==> src/rtl/core/rcss_pkg.sv <==
`timescale 1ns / 1ps

package rcss_pkg;

  // Size of the signature table; the entry index and slot fields are built for this size.
  localparam int SIG_ENTRIES = 16;

  typedef enum logic [1:0] {
    REQ_LOAD    = 2'd0,
    REQ_DATA    = 2'd1,
    REQ_RESTART = 2'd2,
    REQ_UNUSED  = 2'd3
  } req_type_e;

  typedef enum logic [1:0] {
    CFG_WINDOW_WORDS    = 2'd0,
    CFG_SIGNATURE_COUNT = 2'd1,
    CFG_FILTER_ENABLE   = 2'd2,
    CFG_NONE            = 2'd3
  } cfg_index_e;

  localparam logic KIND_REPORT = 1'b0;
  localparam logic KIND_MATCH  = 1'b1;

  // Opcode class patterns and the masks that keep only the non PC-relative bits.
  localparam logic [31:0] SEL_ADR_M   = 32'h3f000000;
  localparam logic [31:0] SEL_ADR_V   = 32'h1c000000;
  localparam logic [31:0] SEL_LDL_M   = 32'hbf000000;
  localparam logic [31:0] SEL_LDL_V   = 32'h18000000;
  localparam logic [31:0] SEL_LDSW_M  = 32'hff000000;
  localparam logic [31:0] SEL_LDSW_V  = 32'h98000000;
  localparam logic [31:0] SEL_ADRP_M  = 32'h8f000000;
  localparam logic [31:0] SEL_ADR0_V  = 32'h00000000;
  localparam logic [31:0] SEL_ADRP1_V = 32'h80000000;
  localparam logic [31:0] SEL_BR_M    = 32'hec000000;
  localparam logic [31:0] SEL_B_V     = 32'h04000000;
  localparam logic [31:0] SEL_BL_V    = 32'h84000000;
  localparam logic [31:0] SEL_ADD_M   = 32'h61000000;
  localparam logic [31:0] SEL_ADD_V   = 32'h01000000;
  localparam logic [31:0] SEL_LDQ_M   = 32'hffc00000;
  localparam logic [31:0] SEL_LDQ_V   = 32'h3dc00000;
  localparam logic [31:0] SEL_LDX_M   = 32'h9fc00000;
  localparam logic [31:0] SEL_LDX_V   = 32'h99400000;
  localparam logic [31:0] SEL_LDV_M   = 32'h1f400000;
  localparam logic [31:0] SEL_LDV_V   = 32'h1d400000;
  localparam logic [31:0] SEL_ADDI_M  = 32'h6f000000;
  localparam logic [31:0] SEL_ADDI_V  = 32'h01000000;

  localparam logic [31:0] KEEP_RD     = 32'hff00001f;
  localparam logic [31:0] KEEP_ADRP   = 32'h9f00001f;
  localparam logic [31:0] KEEP_OPC    = 32'hfc000000;
  localparam logic [31:0] KEEP_ADD    = 32'hff0003ff;
  localparam logic [31:0] KEEP_LDST   = 32'hffc00000;
  localparam logic [31:0] KEEP_ADDI   = 32'hffc003ff;

endpackage

==> src/rtl/core/rcss_pcrel_filter.sv <==
`timescale 1ns / 1ps

module rcss_pcrel_filter (
  input  logic [31:0] word_i,
  input  logic        enable_i,
  output logic [31:0] word_o
);
  import rcss_pkg::*;

  logic [31:0] masked;

  always_comb begin
    priority if ((word_i & SEL_ADR_M) == SEL_ADR_V) begin
      masked = word_i & KEEP_RD;
    end else if ((word_i & SEL_LDL_M) == SEL_LDL_V) begin
      masked = word_i & KEEP_RD;
    end else if ((word_i & SEL_LDSW_M) == SEL_LDSW_V) begin
      masked = word_i & KEEP_RD;
    end else if ((word_i & SEL_ADRP_M) == SEL_ADR0_V) begin
      masked = word_i & KEEP_ADRP;
    end else if ((word_i & SEL_BR_M) == SEL_B_V) begin
      masked = word_i & KEEP_OPC;
    end else if ((word_i & SEL_BR_M) == SEL_BL_V) begin
      masked = word_i & KEEP_OPC;
    end else if ((word_i & SEL_ADD_M) == SEL_ADD_V) begin
      masked = word_i & KEEP_ADD;
    end else if ((word_i & SEL_ADRP_M) == SEL_ADRP1_V) begin
      masked = word_i & KEEP_ADRP;
    end else if ((word_i & SEL_LDQ_M) == SEL_LDQ_V) begin
      masked = word_i & KEEP_LDST;
    end else if ((word_i & SEL_LDX_M) == SEL_LDX_V) begin
      masked = word_i & KEEP_LDST;
    end else if ((word_i & SEL_LDV_M) == SEL_LDV_V) begin
      masked = word_i & KEEP_LDST;
    end else if ((word_i & SEL_ADDI_M) == SEL_ADDI_V) begin
      masked = word_i & KEEP_ADDI;
    end else begin
      masked = word_i;
    end
  end

  assign word_o = enable_i ? masked : word_i;

endmodule

==> config.mk <==
export PLATFORM = sky130hd
export DESIGN_NAME = rcss_pcrel_filter
export DESIGN_NICKNAME = d
export VERILOG_FILES = /design/src/rtl/core/rcss_pkg.sv /design/src/rtl/core/rcss_pcrel_filter.sv
export SDC_FILE = /design/constraint.sdc
export NUM_CORES = 1
export LEC_CHECK = 0
export ABC_AREA = 1
export ABC_CLOCK_PERIOD_IN_PS = 2800
export BUFFER_PORTS_ARGS = -buffer_cell sky130_fd_sc_hd__buf_2
export CAP_MARGIN = 25
export CELL_PAD_IN_SITES_DETAIL_PLACEMENT = 0
export CELL_PAD_IN_SITES_GLOBAL_PLACEMENT = 1
export CORE_MARGIN = 2
export CORE_UTILIZATION = 22
export DETAILED_ROUTE_END_ITERATION = 12
export PLACE_DENSITY_LB_ADDON = 0.05
export SLEW_MARGIN = 20
export SYNTH_ARGS = -nofsm -noshare
export SYNTH_HDL_FRONTEND = slang
export SYNTH_SLANG_ARGS = --single-unit
==> constraint.sdc <==
create_clock -name vclk -period 2.8
set_input_delay 0.56 -clock vclk [all_inputs]
set_output_delay 0.56 -clock vclk [all_outputs]
set_load 0.02 [all_outputs]
==> impl_metrics.yaml, run 1 <==
logic_synthesis:
  syn_nets: 136
  synthCells: 103
  synth_area_leaders: "inv_1, a21oi_2, nand2_1"
  ys_types: 20
  synth_area_per_cell_sq_um: 5.41
  synth_common_cells: "inv_1, nand2_1, nor2_1"
  yosys.area.top_type: "inv_1"
  ys_seq_area_share_pct: 0
  synth_most_common_cell: "inv_1"
  syn_area_sq_um: 557
  yosysWarnings: 0
  synth_top_area_share_pct: 16.9
grt:
  grt_antenna_before_repair: 0
  track_usage_pct: 10.8
  grt_max_degree: 16
  grt_pass1_wl_mm: 2.50
  grt_pass1_vias: 614
  overflow: 0
critical_path:
  worstPathArrival_ns: 1.78
  startpoint_type: "input pin"
  worst_path_max_delay_cell: "nand3_2"
  worst_ep_required_time_ns: 2.24
  crit_chain: "buf_2 -> inv_2 -> nand2_1 -> nor2_1 -> nand2_1 -> nand2_2 -> nor2_4 -> nand3_2 -> a21oi_1 -> buf_2"
  slowest_delay_ns: 0.30
  worst-path-max-fanout: 12
  cp-end-kind: "output pin"
  crit_type: "input pin to output pin"
clocking:
  hold_buffers: 0
  cts_resized: 0
  post_cts_buffers: 0
layout:
  final-seq-area_sq_um: 0
  clock_buffers: 0
  seq_cells: 0
  fin_util_pct: 36.0
  fillers: 279
  postLayoutCellArea_sq_um: 876
  num_antenna_cells: 0
  fin_nets: 197
  drive_gt1_share_pct: 54.9
  synthToLayoutAreaGrowth_pct: 57.3
hold_path:
  worstHoldPathCells: 2
  hp-class: "input pin to output pin"
  min_to: "word_o[28]"
  hold_path_startpoint: "word_i[28]"
placement:
  gp_congestion: 0.738
  dp_hpwl_mm: 1.51
  preCtsSetupSlack_ns: 0.435
  placed_cell_area_sq_um: 876
  port_buffers: 65
power:
  switching_share_pct: 63.4
  p_int_uw: 60.2
  powerDensity_nw_per_um2: 188
  pwr-share-comb_pct: 100.0
  finalPower_uw: 164
  pwr-share-clk_pct: 0
  ir_drop_mv: 0.0630
  p_seq_share_pct: 0
  leakagePower_uw: 0.000570
  switching_power_uw: 104
sta:
  fmax_mhz: 427
  setup_viol: 0
  hold_viol: 0
  slew_headroom_pct: 76.0
  fin_tns_setup_ns: 0
  rsz0062_at_grt: "no"
  min_period_ns: 2.34
  finalMaxSlewViolations: 0
  fin_crit_sh_pct: 83.7
  setup_slack_ns: 0.457
  worstMarginPinSlew_ns: 0.360
floorplan:
  die-area_sq_um: 2950
  io_pins: 65
  start_util_pct: 22.9
  die_width_um: 54.3
  fp.coreArea_sq_um: 2430
  fp.dieH_um: 54.3
  num_rows: 18
outcome:
  status: "complete, no violations"
drt:
  avgViaCountPerCell: 4.20
  wire_per_inst_um: 9.08
  finalWirelength_mm: 1.74
  first_pass_iters: 4
  ant_nets: 0
  drtIter0Drc: 7
  vias: 806
  drc: 0
run:
  drv_cap: 0
[power by group through the flow]
stage | clock [uW] | sequential [uW] | combinational (uW)
2_1_floorplan | 0 | 0 | 109
3_3_place_gp | 0 | 0 | 165
3_5_place_dp | 0 | 0 | 166
4_1_cts | 0 | 0 | 167
5_1_grt | 0 | 0 | 182
6_report | 0 | 0 | 164
[final cells by class]
cell class / count / area, sq um / area share [%]
Inverter: 27 / 101 / 11.6
Multi-Input combinational cell: 69 / 404 / 46.1
Tap cell: 30 / 37.5 / 4.29
Timing Repair Buffer: 66 / 333 / 38.0
[kinds of logic after synthesis]
kind of cell / after synthesis / share of synthesized area [%]
and+or+nand+nor: 44 / 39.1
buffers and inverters: 34 / 27.4
AOI/OAI and AO/OA: 25 / 33.5
[how the worst max path moves through the flow]
stage                 end  cells after the start  startpoint
2_1_floorplan   word_o[0]                      7  word_i[24]
3_3_place_gp   word_o[11]                     10  word_i[26]
3_5_place_dp   word_o[20]                     10  word_i[26]
4_1_cts        word_o[10]                     10  word_i[26]
5_1_grt        word_o[10]                     10  word_i[26]
6_report       word_o[10]                     10  word_i[26]
[layout by cell type (no fill, tap or decap)]
cell type and n:
a21boi_0 5, a21oi_1 6, a21oi_2 10, buf_2 65, buf_4 1, inv_1 25
inv_2 2, nand2_1 14, nand2_2 5, nand3_1 3, nand3_2 2, nand3b_2 1
nand4_1 2, nor2_1 14, nor2_2 1, nor2_4 1, nor3_1 1, o21ai_0 3
o21ai_4 1
[metrics by stage]
step | instances | hold slack, ns
floorplan | 103 | 1.22
global placement | 192 | 1.40
detailed placement | 192 | 1.40
CTS | 192 | 1.40
global route | 192 | 1.41
finish | 192 | 1.40
[worst max-delay path: cells and delay by family]
kind | cells | cell delay, ns
and+or+nand+nor | 6 | 0.66
buffers and inverters | 3 | 0.33
AOI/OAI and AO/OA | 1 | 0.23
[routing by layer]
layer | vias up | share of wire, % | global-route usage (%)
met4 | 0 | 0 | 0
met3 | 0 | 6.8 | 0.273
li1 | 430 | - | -
met5 | - | 0 | 0
met2 | 29 | 49 | 19.9
met1 | 347 | 44 | 14.7
Note: power is estimated with default switching activity, not from simulation.
==> run 2, diff against run 1 <==
--- a/config.mk
+++ b/config.mk
@@ -6,13 +6,13 @@
 export NUM_CORES = 1
 export LEC_CHECK = 0
 export ABC_AREA = 1
-export ABC_CLOCK_PERIOD_IN_PS = 2800
+export ABC_CLOCK_PERIOD_IN_PS = 2060
 export BUFFER_PORTS_ARGS = -buffer_cell sky130_fd_sc_hd__buf_2
 export CAP_MARGIN = 25
 export CELL_PAD_IN_SITES_DETAIL_PLACEMENT = 0
 export CELL_PAD_IN_SITES_GLOBAL_PLACEMENT = 1
 export CORE_MARGIN = 2
-export CORE_UTILIZATION = 22
+export CORE_UTILIZATION = 18
 export DETAILED_ROUTE_END_ITERATION = 12
 export PLACE_DENSITY_LB_ADDON = 0.05
 export SLEW_MARGIN = 20
==> constraint.sdc (replaced) <==
create_clock -name vclk -period 2.06
set_input_delay 0.412 -clock vclk [all_inputs]
set_output_delay 0.412 -clock vclk [all_outputs]
set_load 0.02 [all_outputs]
==> run 2 against run 1 <==
Net effect:
- setup slack worse by 0.34 ns
- non-clock buffer count stayed put
- worst hold slack worse by 0.29 ns
- combinational power is 40% higher
- utilization is 5.9 points lower
- critical path type unchanged
- largest cell class unchanged
- highest routed layer unchanged
==> impl_metrics.yaml, run 2 (same netlist as run 1, synthesis figures left out) <==
drt:
  drc: 0
  avgViaCountPerCell: 4.11
  vias: 801
  wire_per_inst_um: 9.13
  finalWirelength_mm: 1.78
  ant_nets: 0
  first_pass_iters: 4
  drtIter0Drc: 7
placement:
  gp_congestion: 0.743
  port_buffers: 65
  placed_cell_area_sq_um: 880
  preCtsSetupSlack_ns: -0.000698
  dp_hpwl_mm: 1.59
critical_path:
  path_buf_inv: 3
  worst_ep_required_time_ns: 1.65
  worst-path-max-fanout: 12
  crit_family: "simple AND/OR/NAND/NOR gates"
  startpoint_type: "input pin"
  worst_path_max_delay_cell: "nand3_4"
  cp-end-kind: "output pin"
  crit_type: "input pin to output pin"
  crit_chain: "buf_2 -> inv_2 -> nand2_1 -> nor2_1 -> nand2_1 -> nand2_2 -> nor2_4 -> nand3_4 -> a21oi_1 -> buf_2"
  worstPathArrival_ns: 1.53
  slowest_delay_ns: 0.20
sta:
  timing.hold.ws_ns: 1.10
  slew_headroom_pct: 79.7
  min_period_ns: 1.95
  rsz0062_at_grt: "yes"
  fin_crit_sh_pct: 94.5
  setup_slack_ns: 0.113
  finalMaxSlewViolations: 0
  worstMarginPinSlew_ns: 0.303
  hold_viol: 0
  fmax_mhz: 514
  setup_viol: 0
layout:
  seq_cells: 0
  clock_buffers: 0
  final-seq-area_sq_um: 0
  synthToLayoutAreaGrowth_pct: 62.5
  postLayoutCellArea_sq_um: 905
  fin_util_pct: 30.1
  fin_nets: 197
  num_antenna_cells: 0
  mostFrequentLayoutCell: "buf_2"
  final_cell_mix: "buf_2, inv_1, nand2_1, nor2_1, a21oi_2"
  drive_gt1_share_pct: 56.8
  fillers: 351
floorplan:
  io_pins: 65
  die-area_sq_um: 3550
  fp.coreArea_sq_um: 3000
  die_width_um: 59.6
  num_rows: 20
  fp.dieH_um: 59.6
  start_util_pct: 18.5
grt:
  grt_max_degree: 13
  track_usage_pct: 9.36
  overflow: 0
  grt_pass1_vias: 643
  grt_antenna_before_repair: 0
  grt_pass1_wl_mm: 2.72
power:
  leakagePower_uw: 0.000573
  ir_drop_mv: 0.0633
  powerDensity_nw_per_um2: 253
  finalPower_uw: 229
outcome:
  status: "complete, no violations"
hold_path:
  hp-class: "input pin to output pin"
clocking:
  hold_buffers: 0
run:
  drv_cap: 0
[run 2: power breakdown]
group,internal (uW),switching (uW)
registers,0,0
clock network,0,0
logic,84.3,144
[run 2: metrics by stage]
| stage | std cells | setup TNS, ns |
|---|---|---|
| 5_1_grt | 195 | -0.0782 |
| 3_3_place_gp | 195 | 0 |
| 6_report | 195 | 0 |
| 4_1_cts | 195 | 0 |
| 2_1_floorplan | 103 | 0 |
| 3_5_place_dp | 195 | -0.000698 |
[run 2: worst paths after layout]
path / from / end / depth (start not counted)
setup / recovery: word_i[26] / word_o[10] / 10
hold / removal: word_i[28] / word_o[28] / 2
[run 2: repair_timing]
item,4_1_cts,5_1_grt
setup endpoints to repair,3,23
setup buffers,0,0
pin swaps,0,2
gates resized for setup,1,5
[run 2: per-layer routing]
metal  GRT usage [%]  vias up  part of all wire (%)
li1                -      432                     -
met1            12.3      336                    40
met2            17.7       33                    52
met3           0.437        0                   8.3
met4               0        0                     0
met5               0        -                     0
[run 2: cell type report]
| cell class | count | area, sq um | share of cell area (%) |
|---|---|---|---|
| multi-input combinational | 69 | 429 | 47.4 |
| inverter | 27 | 101 | 11.2 |
| timing repair buffer | 66 | 333 | 36.8 |
| tap | 33 | 41.3 | 4.56 |
==> run 3, diff against run 2 <==
--- a/config.mk
+++ b/config.mk
@@ -9,10 +9,8 @@
 export ABC_CLOCK_PERIOD_IN_PS = 2060
 export BUFFER_PORTS_ARGS = -buffer_cell sky130_fd_sc_hd__buf_2
 export CAP_MARGIN = 25
-export CELL_PAD_IN_SITES_DETAIL_PLACEMENT = 0
-export CELL_PAD_IN_SITES_GLOBAL_PLACEMENT = 1
 export CORE_MARGIN = 2
-export CORE_UTILIZATION = 18
+export CORE_UTILIZATION = 32
 export DETAILED_ROUTE_END_ITERATION = 12
 export PLACE_DENSITY_LB_ADDON = 0.05
 export SLEW_MARGIN = 20
==> run 3 against run 2 <==
Net effect:
- sequential cell count did not move
- routed wire length shrank 13%
- maximum frequency increased by 1.2%
- global-route usage grew 3.2 points
- utilization up 22 points
- non-clock buffer count unchanged
- critical path depth down 1
- first-iteration DRC count grew to 2.6 times the previous value
- worst hold slack lost 0.010 ns
- die area down 41%
- critical path type unchanged
- critical endpoint is now word_o[1]
- largest cell class unchanged
- largest power group unchanged
==> impl_metrics.yaml, run 3 (same netlist as run 1, synthesis figures left out) <==
sta:
  setup_slack_ns: 0.136
  worstMarginPinSlew_ns: 0.236
  slew_headroom_pct: 84.2
  hold_viol: 0
  finalMaxSlewViolations: 0
  rsz0062_at_grt: "no"
  fin_tns_setup_ns: 0
  fin_crit_sh_pct: 93.4
  setup_viol: 0
  min_period_ns: 1.92
  fmax_mhz: 520
critical_path:
  crit_type: "input pin to output pin"
  worst-path-max-fanout: 5
  worstPathArrival_ns: 1.51
  worst_ep_required_time_ns: 1.65
  startpoint_type: "input pin"
  cp-end-kind: "output pin"
drt:
  first_pass_iters: 4
  vias: 794
  avgViaCountPerCell: 4.44
  drtIter0Drc: 18
  wire_per_inst_um: 8.63
  drc: 0
  ant_nets: 0
  finalWirelength_mm: 1.54
grt:
  use_met1_pct: 15.3
  grt_antenna_before_repair: 0
  grt.busiest_layer: "met2"
  grt_pass1_vias: 519
  grt_util_met2_pct: 25.4
  grt_max_degree: 14
  grt_pass1_wl_mm: 2.06
  overflow: 0
  track_usage_pct: 12.6
  grt.met3_usage_pct: 0.397
floorplan:
  fp.coreArea_sq_um: 1690
  start_util_pct: 33.0
  die-area_sq_um: 2090
  io_pins: 65
  fp.dieH_um: 45.7
  die_width_um: 45.7
  num_rows: 15
hold_path:
  hp-class: "input pin to output pin"
  min_to: "word_o[28]"
  hold_path_startpoint: "word_i[28]"
  worstHoldPathCells: 2
placement:
  gp_congestion: 0.816
  dp_hpwl_mm: 1.36
  port_buffers: 65
  preCtsSetupSlack_ns: 0.0190
layout:
  drive_gt1_share_pct: 56.8
  fillers: 193
  synthToLayoutAreaGrowth_pct: 58.2
  final_cell_mix: "buf_2, inv_1, nand2_1, nor2_1, a21oi_2"
  fin_nets: 197
  num_antenna_cells: 0
  clock_buffers: 0
  final-seq-area_sq_um: 0
  mostFrequentLayoutCell: "buf_2"
  seq_cells: 0
run:
  drv_cap: 0
power:
  powerDensity_nw_per_um2: 256
  ir_drop_mv: 0.102
  leakagePower_uw: 0.000572
clocking:
  hold_buffers: 0
  cts_resized: 0
  post_cts_buffers: 0
outcome:
  status: "complete, no violations"
[run 3: changes by cell type in the layout (fill, tap and decap cells not counted)]
cell,before,now
nand2_1,13,14
nor2_4,3,2
a21oi_1,6,5
a21oi_2,10,11
nor2_2,1,2
nand2_2,6,5
[run 3: worst max-delay path: stages]
cell      delay [ns]
buf_2           0.14
nor2_4          0.16
nand3_2         0.13
nand2_1         0.08
inv_1           0.08
nand3_1         0.09
nand2_2         0.08
a21boi_0        0.16
buf_2           0.19
[run 3: how the worst max path moves through the flow]
stage                           from         end  slack, ns
after floorplan           word_i[24]   word_o[0]       0.19
after global placement    word_i[24]  word_o[11]       0.05
after detailed placement  word_i[24]  word_o[11]       0.02
after CTS                 word_i[24]  word_o[11]       0.02
after global routing      word_i[29]  word_o[11]      0.004
final                     word_i[24]   word_o[1]       0.14
[run 3: cell type report]
class              instances  area, sq um  area share, %
multi-input cells         69          425           48.3
repair buffers            66          333           37.8
inverters                 27          101           11.5
well taps                 17         21.3           2.41
[run 3: where the power goes]
group / internal (uW) / switching, uW / total [uW] / leakage (uW)
Sequential: 0 / 0 / 0 / 0
Combinational: 83.9 / 142 / 226 / 0.000572
Clock: 0 / 0 / 0 / 0
Total: 83.9 / 142 / 226 / 0.000572
[run 3: metrics by stage]
stage,instances,hold WS (ns),util [%],power [uW],area (sq um)
2_1_floorplan,103,0.925,-,148,557
4_1_cts,179,1.09,50.9,223,860
5_1_grt,179,1.11,52.1,248,881
6_report,179,1.09,52.1,226,881
3_5_place_dp,179,1.09,50.9,222,860
3_3_place_gp,179,1.09,50.9,221,860
[run 3: routing by layer]
| metal | vias up | share of wire [%] | routed length, um |
|---|---|---|---|
| met5 | - | 0 | 0 |
| met4 | 0 | 0 | 0 |
| met3 | 0 | 9.5 | 147 |
| met2 | 41 | 47 | 727 |
| met1 | 321 | 43 | 668 |
| li1 | 432 | - | - |
